$ cat src/wsi_pkg.sv
// ----------------------------------------------------------------------------
// wsi_pkg: shared definitions for the windowed cubic sample interpolator
// Sample store geometry, request codes, entry layout and small helpers.
// ----------------------------------------------------------------------------
package wsi_pkg;

  localparam int SAMPLE_DEPTH = 32;
  localparam int IDX_W  = $clog2(SAMPLE_DEPTH);
  localparam int CNT_W  = $clog2(SAMPLE_DEPTH + 1);
  localparam int TIME_W = 32;
  localparam int VAL_W  = 16;
  localparam int MU_W   = 17;
  localparam int COEF_W = 20;
  localparam int ACC_W  = 40;
  localparam int SUM_W  = ACC_W - 16 + 1;

  localparam logic [MU_W-1:0] MU_ONE = MU_W'(65536);
  localparam logic [ACC_W-1:0] ACC_HALF = ACC_W'(32768);

  localparam logic [1:0] REQ_ADD   = 2'd0;
  localparam logic [1:0] REQ_QUERY = 2'd1;
  localparam logic [1:0] REQ_CLEAR = 2'd2;

  typedef struct packed {
    logic [TIME_W-1:0]       t;
    logic signed [VAL_W-1:0] x;
    logic signed [VAL_W-1:0] y;
  } entry_t;

  typedef struct packed {
    logic              start;
    logic [TIME_W-1:0] num;
    logic [TIME_W-1:0] den;
  } div_req_t;

  typedef struct packed {
    logic            done;
    logic [MU_W-1:0] quo;
  } div_rsp_t;

  // Ring slot of the k-th sample counted from the oldest one.
  function automatic logic [IDX_W-1:0] slot_of(input logic [IDX_W-1:0] base,
                                               input logic [CNT_W-1:0] k);
    logic [CNT_W:0] sum;
    sum = (CNT_W+1)'(base) + (CNT_W+1)'(k);
    if (sum >= (CNT_W+1)'(SAMPLE_DEPTH)) begin
      sum = sum - (CNT_W+1)'(SAMPLE_DEPTH);
    end
    return sum[IDX_W-1:0];
  endfunction

  // Average rounded toward minus infinity.
  function automatic logic signed [VAL_W-1:0] avg2(input logic signed [VAL_W-1:0] a,
                                                   input logic signed [VAL_W-1:0] b);
    logic signed [VAL_W:0] s;
    s = (VAL_W+1)'(a) + (VAL_W+1)'(b);
    return s[VAL_W:1];
  endfunction

  function automatic logic signed [VAL_W-1:0] sat16(input logic signed [SUM_W-1:0] v);
    logic signed [VAL_W-1:0] r;
    if (v > SUM_W'(32767)) begin
      r = 16'sh7fff;
    end else if (v < -(SUM_W'(32768))) begin
      r = 16'sh8000;
    end else begin
      r = v[VAL_W-1:0];
    end
    return r;
  endfunction

endpackage

$ cat src/wsi_div.sv
// ----------------------------------------------------------------------------
// wsi_div: blend weight divider
// Restoring divider, one quotient bit per cycle, giving (num << 16) / den.
// ----------------------------------------------------------------------------
module wsi_div import wsi_pkg::*; (
  input  logic     clk,
  input  logic     rst_n,
  input  div_req_t req,
  output div_rsp_t rsp
);

  logic [TIME_W:0]   rem_r, rem_nxt;
  logic [TIME_W-1:0] den_r, den_nxt;
  logic [MU_W-1:0]   quo_r, quo_nxt;
  logic [4:0]        cnt_r, cnt_nxt;
  logic              busy_r, busy_nxt;
  logic              done_r, done_nxt;
  logic              ge;
  logic [TIME_W:0]   diff;

  always_comb begin
    ge   = rem_r >= {1'b0, den_r};
    diff = ge ? rem_r - {1'b0, den_r} : rem_r;
    rem_nxt  = rem_r;
    den_nxt  = den_r;
    quo_nxt  = quo_r;
    cnt_nxt  = cnt_r;
    busy_nxt = busy_r;
    done_nxt = 1'b0;
    if (req.start) begin
      rem_nxt  = {1'b0, req.num};
      den_nxt  = req.den;
      quo_nxt  = '0;
      cnt_nxt  = 5'(MU_W - 1);
      busy_nxt = 1'b1;
    end else if (busy_r) begin
      quo_nxt = {quo_r[MU_W-2:0], ge};
      rem_nxt = {diff[TIME_W-1:0], 1'b0};
      cnt_nxt = cnt_r - 5'd1;
      if (cnt_r == 5'd0) begin
        busy_nxt = 1'b0;
        done_nxt = 1'b1;
      end
    end
  end

  always_ff @(posedge clk) begin
    if (!rst_n) begin
      busy_r <= 1'b0;
      done_r <= 1'b0;
      cnt_r  <= '0;
    end else begin
      busy_r <= busy_nxt;
      done_r <= done_nxt;
      cnt_r  <= cnt_nxt;
    end
    rem_r <= rem_nxt;
    den_r <= den_nxt;
    quo_r <= quo_nxt;
  end

  assign rsp.done = done_r;
  assign rsp.quo  = quo_r;

endmodule

$ cat config.mk
export PLATFORM = sky130hd
export DESIGN_NAME = wsi_div
export DESIGN_NICKNAME = d
export VERILOG_FILES = /design/src/wsi_pkg.sv /design/src/wsi_div.sv
export SDC_FILE = /design/constraint.sdc
export NUM_CORES = 1
export LEC_CHECK = 0
export BUFFER_PORTS_ARGS = -buffer_cell sky130_fd_sc_hd__buf_2
export CORE_ASPECT_RATIO = 2
export CORE_MARGIN = 1
export CORE_UTILIZATION = 33
export CTS_CLUSTER_SIZE = 16
export DETAILED_ROUTE_END_ITERATION = 16
export PLACE_DENSITY = 0.56
export SYNTH_ARGS = -nofsm -noshare
export SYNTH_HDL_FRONTEND = slang
export SYNTH_SLANG_ARGS = --single-unit
$ cat constraint.sdc
create_clock -name clk -period 6.8 [get_ports clk]
set_clock_uncertainty 0.2 [all_clocks]
set_input_delay 1.02 -clock clk [delete_from_list [all_inputs] [get_ports clk]]
set_output_delay 1.02 -clock clk [all_outputs]
set_load 0.03 [all_outputs]
Word level (Yosys, flattened, before mapping)
Cells that the tools add are included.
{"block": "op_classes", "mux": 9, "add_sub_neg": 2, "reduce_logical": 4, "n_bitwise": 2, "order_cmp": 1}
{"operator": "two-way mux 32 bit", "count": 3}
{"operator": "greater-or-equal comparator 33 x 32 -> 1 bit", "count": 1}
{"operator": "subtractor 32 bit", "count": 1}
{"operator": "two-way mux 5 bit", "count": 2}
{"operator": "zero test 5 bit", "count": 1}
{"operator": "subtractor 5 x 1 -> 5 bit (second input constant)", "count": 1}
{"operator": "two-way mux 1 bit", "count": 4}
{"operator": "OR reduction 3 bit", "count": 1}
{"operator": "inverter 1 bit", "count": 2}
{"operator": "nonzero test 2 bit", "count": 1}
{"operator": "OR reduction 2 bit", "count": 1}
{"block": "totals", "out_inout_bits": 18, "wordCells": 26, "input_bits": 67, "register_bits": 89}

Longest topological paths before layout
{"block": "depth", "depth_word": 4, "ltp_mapped": 14, "ltp_nobuf": 13}

Least setup slack after synthesis
No wires, ideal clock.
{"block": "synth_path", "path_type": "reg2reg", "from": "register rem_r[14]", "to": "register rem_r[15], data pin", "slack_ns": 3.662, "path_buffers": 2, "arrival_time_ns": 2.679, "required_ns": 6.340, "path_stages_with_launch": 12, "setup_ns": 0.260, "period_less_slack_ns": 3.138, "path_cell_list": "edfxtp_1 ha_1 buf_6 a21oi_2 o211ai_1 a221o_1 a311o_1 o21ai_1 o211a_1 buf_6 mux2_1 mux2_2"}
{"block": "synth_between", "elab_chain_len": 4, "elab_cells_between_ends": 5, "cone_classes": "1 x add/sub; 1 x order compare; 3 x mux"}
{"item": "start: declaration", "line_no": "wsi_div.sv:12", "source": "logic [TIME_W:0] rem_r, rem_nxt;"}
{"item": "start signal: assignment", "line_no": "wsi_div.sv:57", "source": "rem_r <= rem_nxt;"}
{"item": "subtractor 32 bit / greater-or-equal comparator 33 x 32 -> 1 bit (equally long branches)", "line_no": "wsi_div.sv:23, wsi_div.sv:22"}
{"item": "two-way mux 32 bit *", "line_no": "wsi_div.sv:23", "source": "diff = ge ? rem_r - {1'b0, den_r} : rem_r;"}
{"item": "two-way mux 32 bit *", "line_no": "wsi_div.sv:36", "source": "end else if (busy_r) begin"}
{"item": "two-way mux 32 bit *", "line_no": "wsi_div.sv:30", "source": "if (req.start) begin"}
{"item": "net rem_nxt[15]", "line_no": "wsi_div.sv:12"}
The timed path passes the listed nets; every way through them passes the cells marked *. The select of a mux whose other input is x is not followed.
A chain may end at the register's enable or synchronous reset.

Worst setup path after layout
{"block": "layout_path", "from": "register rem_r[14]", "to": "register rem_r[25], data pin"}
The elaborated chain is that of the path after synthesis.

==> results.py <==
metrics = {
    "place": {
        "io_buffers": 84,
        "placed_cells": 804,
        "place_area_um2": 5872,
        "place_congestion": 0.8522,
        "hpwl_um": 9287,
    },
    "cts": {
        "post_cts_buffers": 0,
        "cts_buffer_depth": 2,
        "cts_buffers": 9,
        "cts_root_buf": "clkbuf_16",
        "cts_tree": "built",
        "clkTransAtPathRegs_ns": 0.08,
        "cts_max_level": 3,
        "clkSinkCount": 89,
        "ctsResizeCount": 0,
        "insertion_delay_ns": 0.35,
        "cts_hold_buf": 0,
    },
    "die": {
        "die_area_um2": 16620,
        "start_util_pct": 33.63,
        "die_x_um": 91.67,
        "core_area_um2": 15780,
        "ios": 85,
        "row_count": 65,
        "dieHeight_um": 181.3,
    },
    "min_path": {
        "hold-path-endpoint": "quo_r[16]",
        "hp-start": "quo_r[16]",
        "min_path_type": "reg -> reg",
        "holdPathStages": 2,
    },
    "global_route": {
        "grt_use_total_pct": 15.16,
        "grt_antenna_before_repair": 0,
        "grt_pass1_vias": 4141,
        "grt_overflow": 0,
        "grt_max_degree": 56,
        "grt_pass1_wl_um": 19910,
    },
    "drt": {
        "detail-route-antenna-nets": 0,
        "vias_per_cell": 4.984,
        "firstDrtPassIters": 4,
        "vias": 4087,
        "drt_iter0_drc": 172,
        "finalWirelength_um": 12260,
        "drt-wirelength-per-cell_um": 14.95,
        "drc": 0,
    },
    "worst_setup_path": {
        "r2r_setup_slack_ns": 2.60,
        "crit_fanout": 31,
        "critPathLaunchType": "flop",
        "rr_worst_depth": 10,
        "critical_path_required_ns": 6.68,
        "r2r_end": "rem_r[25]",
        "worstSetupPathType": "reg -> reg",
        "cp-end-kind": "flop",
        "cp.arrival_ns": 4.08,
        "rr_startpoint": "rem_r[14]",
    },
    "finish": {
        "area_growth_pct": 16.39,
        "fin_area_um2": 6176,
        "nets": 716,
        "area.sequential_um2": 2422,
        "multi_input_area_um2": 2580,
        "fill_cells": 1649,
        "drive_gt1_share_pct": 20.84,
        "finalNonFillerCells": 820,
        "diodes": 0,
        "utilization_pct": 39.14,
    },
    "run": {
        "drv_cap": 0,
    },
    "power": {
        "power_density_nw_per_um2": 335.0,
        "power.leakage_nw": 2.633,
        "vdd_drop_max_v": 0.0001252,
    },
    "logic_synthesis": {
        "ys_ff_latch": 89,
        "synth_top_flop_cell": "edfxtp_1",
        "netlist_area_um2": 5306,
        "synth_top_area_share_pct": 36.22,
        "synth_nets": 641,
        "yosys_warnings": 0,
        "synth.distinct_cells": 53,
        "synth_area_leaders": "edfxtp_1 (36%), dfxtp_1 (9.4%), ha_1 (8.0%), a21oi_1 (4.1%), mux2i_1 (3.8%)",
        "synth_seq_area_share_pct": 45.65,
        "yosys.area.top_type": "edfxtp_1",
        "avgSynthCellArea_um2": 9.845,
        "async_flop_share_pct": 0,
        "synth_edf_count": 64,
        "syn_inst": 539,
    },
    "sta": {
        "fin_tns_setup_ns": 0,
        "slew_headroom_pct": 20.10,
        "finalCritPeriodShare_pct": 61.74,
        "min_period_ns": 4.198,
        "clock.fmax_ghz": 0.2382,
        "setup_viol": 0,
        "final-hold-violation-count": 0,
        "final_max_slew_viol_count": 0,
        "worst_pin_slew_ns": 1.197,
        "rsz0062_at_grt": "no",
    },
    "outcome": {
        "status": "finished clean",
    },
}
-- worst max-delay path by stage --
stage                endpoint  depth (start not counted)       from
global route        rem_r[25]                         10   rem_r[2]
global placement    rem_r[25]                         10  rem_r[14]
detailed placement  rem_r[25]                         10  rem_r[14]
CTS                 rem_r[25]                         10  rem_r[14]
finish              rem_r[25]                         10  rem_r[14]
floorplan           rem_r[15]                         11  rem_r[14]
-- area by class of cell --
cell class              count  share of cell area [%]
repair buffers             86                   7.091
clock inverters             7                   1.276
inverters                  48                   2.917
well taps                 201                   4.072
clock buffers               9                   3.647
flip-flops and latches     89                   39.22
multi-input cells         380                   41.77
-- state kept, by name, summed over array words and instances (netlist names) --
name and flops:
quo_r 17, rem_r 33, busy_r 1, cnt_r 5
den_r 32, done_r 1
-- synth_stat cells (all sizes together), types with 15 or more instances --
cell type and count:
mux2i 20, xnor2 15, o21ai 43, nand2 53, inv 48, a21oi 45, edfxtp 64, dfxtp 25
ha 34, mux2 17, nor2 45, xor2 15
-- kinds of logic after synthesis --
family	synth area share (%)
multiplexers	7.380
AO/OA/AOI/OAI	15.16
buffers and inverters	5.777
XOR/XNOR	4.952
AND/OR/NAND/NOR	12.69
flip-flops	45.65
adder cells (fa/ha/maj)	8.394
-- report_power, final --
part / switching [W] / internal [W] / total (W)
combinational: 0.000481 / 0.000349 / 0.000830
clock: 0.000247 / 0.000263 / 0.000510
sequential: 0.0000469 / 0.000682 / 0.000729
-- metrics by stage --
step / power (W) / hold slack (ns) / setup WS, ns
after floorplan: 0.001401 / 0.2685 / 3.662
after global placement: 0.001561 / 0.2741 / 2.698
after detailed placement: 0.001570 / 0.2843 / 2.590
after CTS: 0.002084 / 0.3032 / 2.574
after global routing: 0.002217 / 0.3348 / 2.332
final: 0.002069 / 0.2992 / 2.602
-- cells in the final DEF, fill, tap and decap left out, types with 13 or more instances in the layout --
master,netlist,routed
buf_2,2,83
edfxtp_1,64,64
nand2_1,53,52
inv_1,48,48
nor2_1,45,45
a21oi_1,43,43
ha_1,34,34
o21ai_0,30,30
dfxtp_1,25,25
mux2i_1,20,20
mux2_2,16,16
xnor2_1,15,15
xor2_1,15,15
o21ai_1,13,13
-- critical path, stage by stage, from the launching register on --
cell	delay (ns)
edfxtp_1	0.40
ha_1	0.44
a21oi_2	0.21
o211ai_1	0.10
a221o_1	0.40
a311o_1	0.33
o21ai_1	0.12
o211a_1	0.70
buf_4	0.46
nor2_1	0.20
a221o_1	0.36
-- layer usage --
layer	track usage (%)	share of wire, %
met1	16.27	39
met2	28.24	56
met3	3.451	3.4
met4	5.651	2.1
met5	0	0
Power figures use the tool's default switching activity.
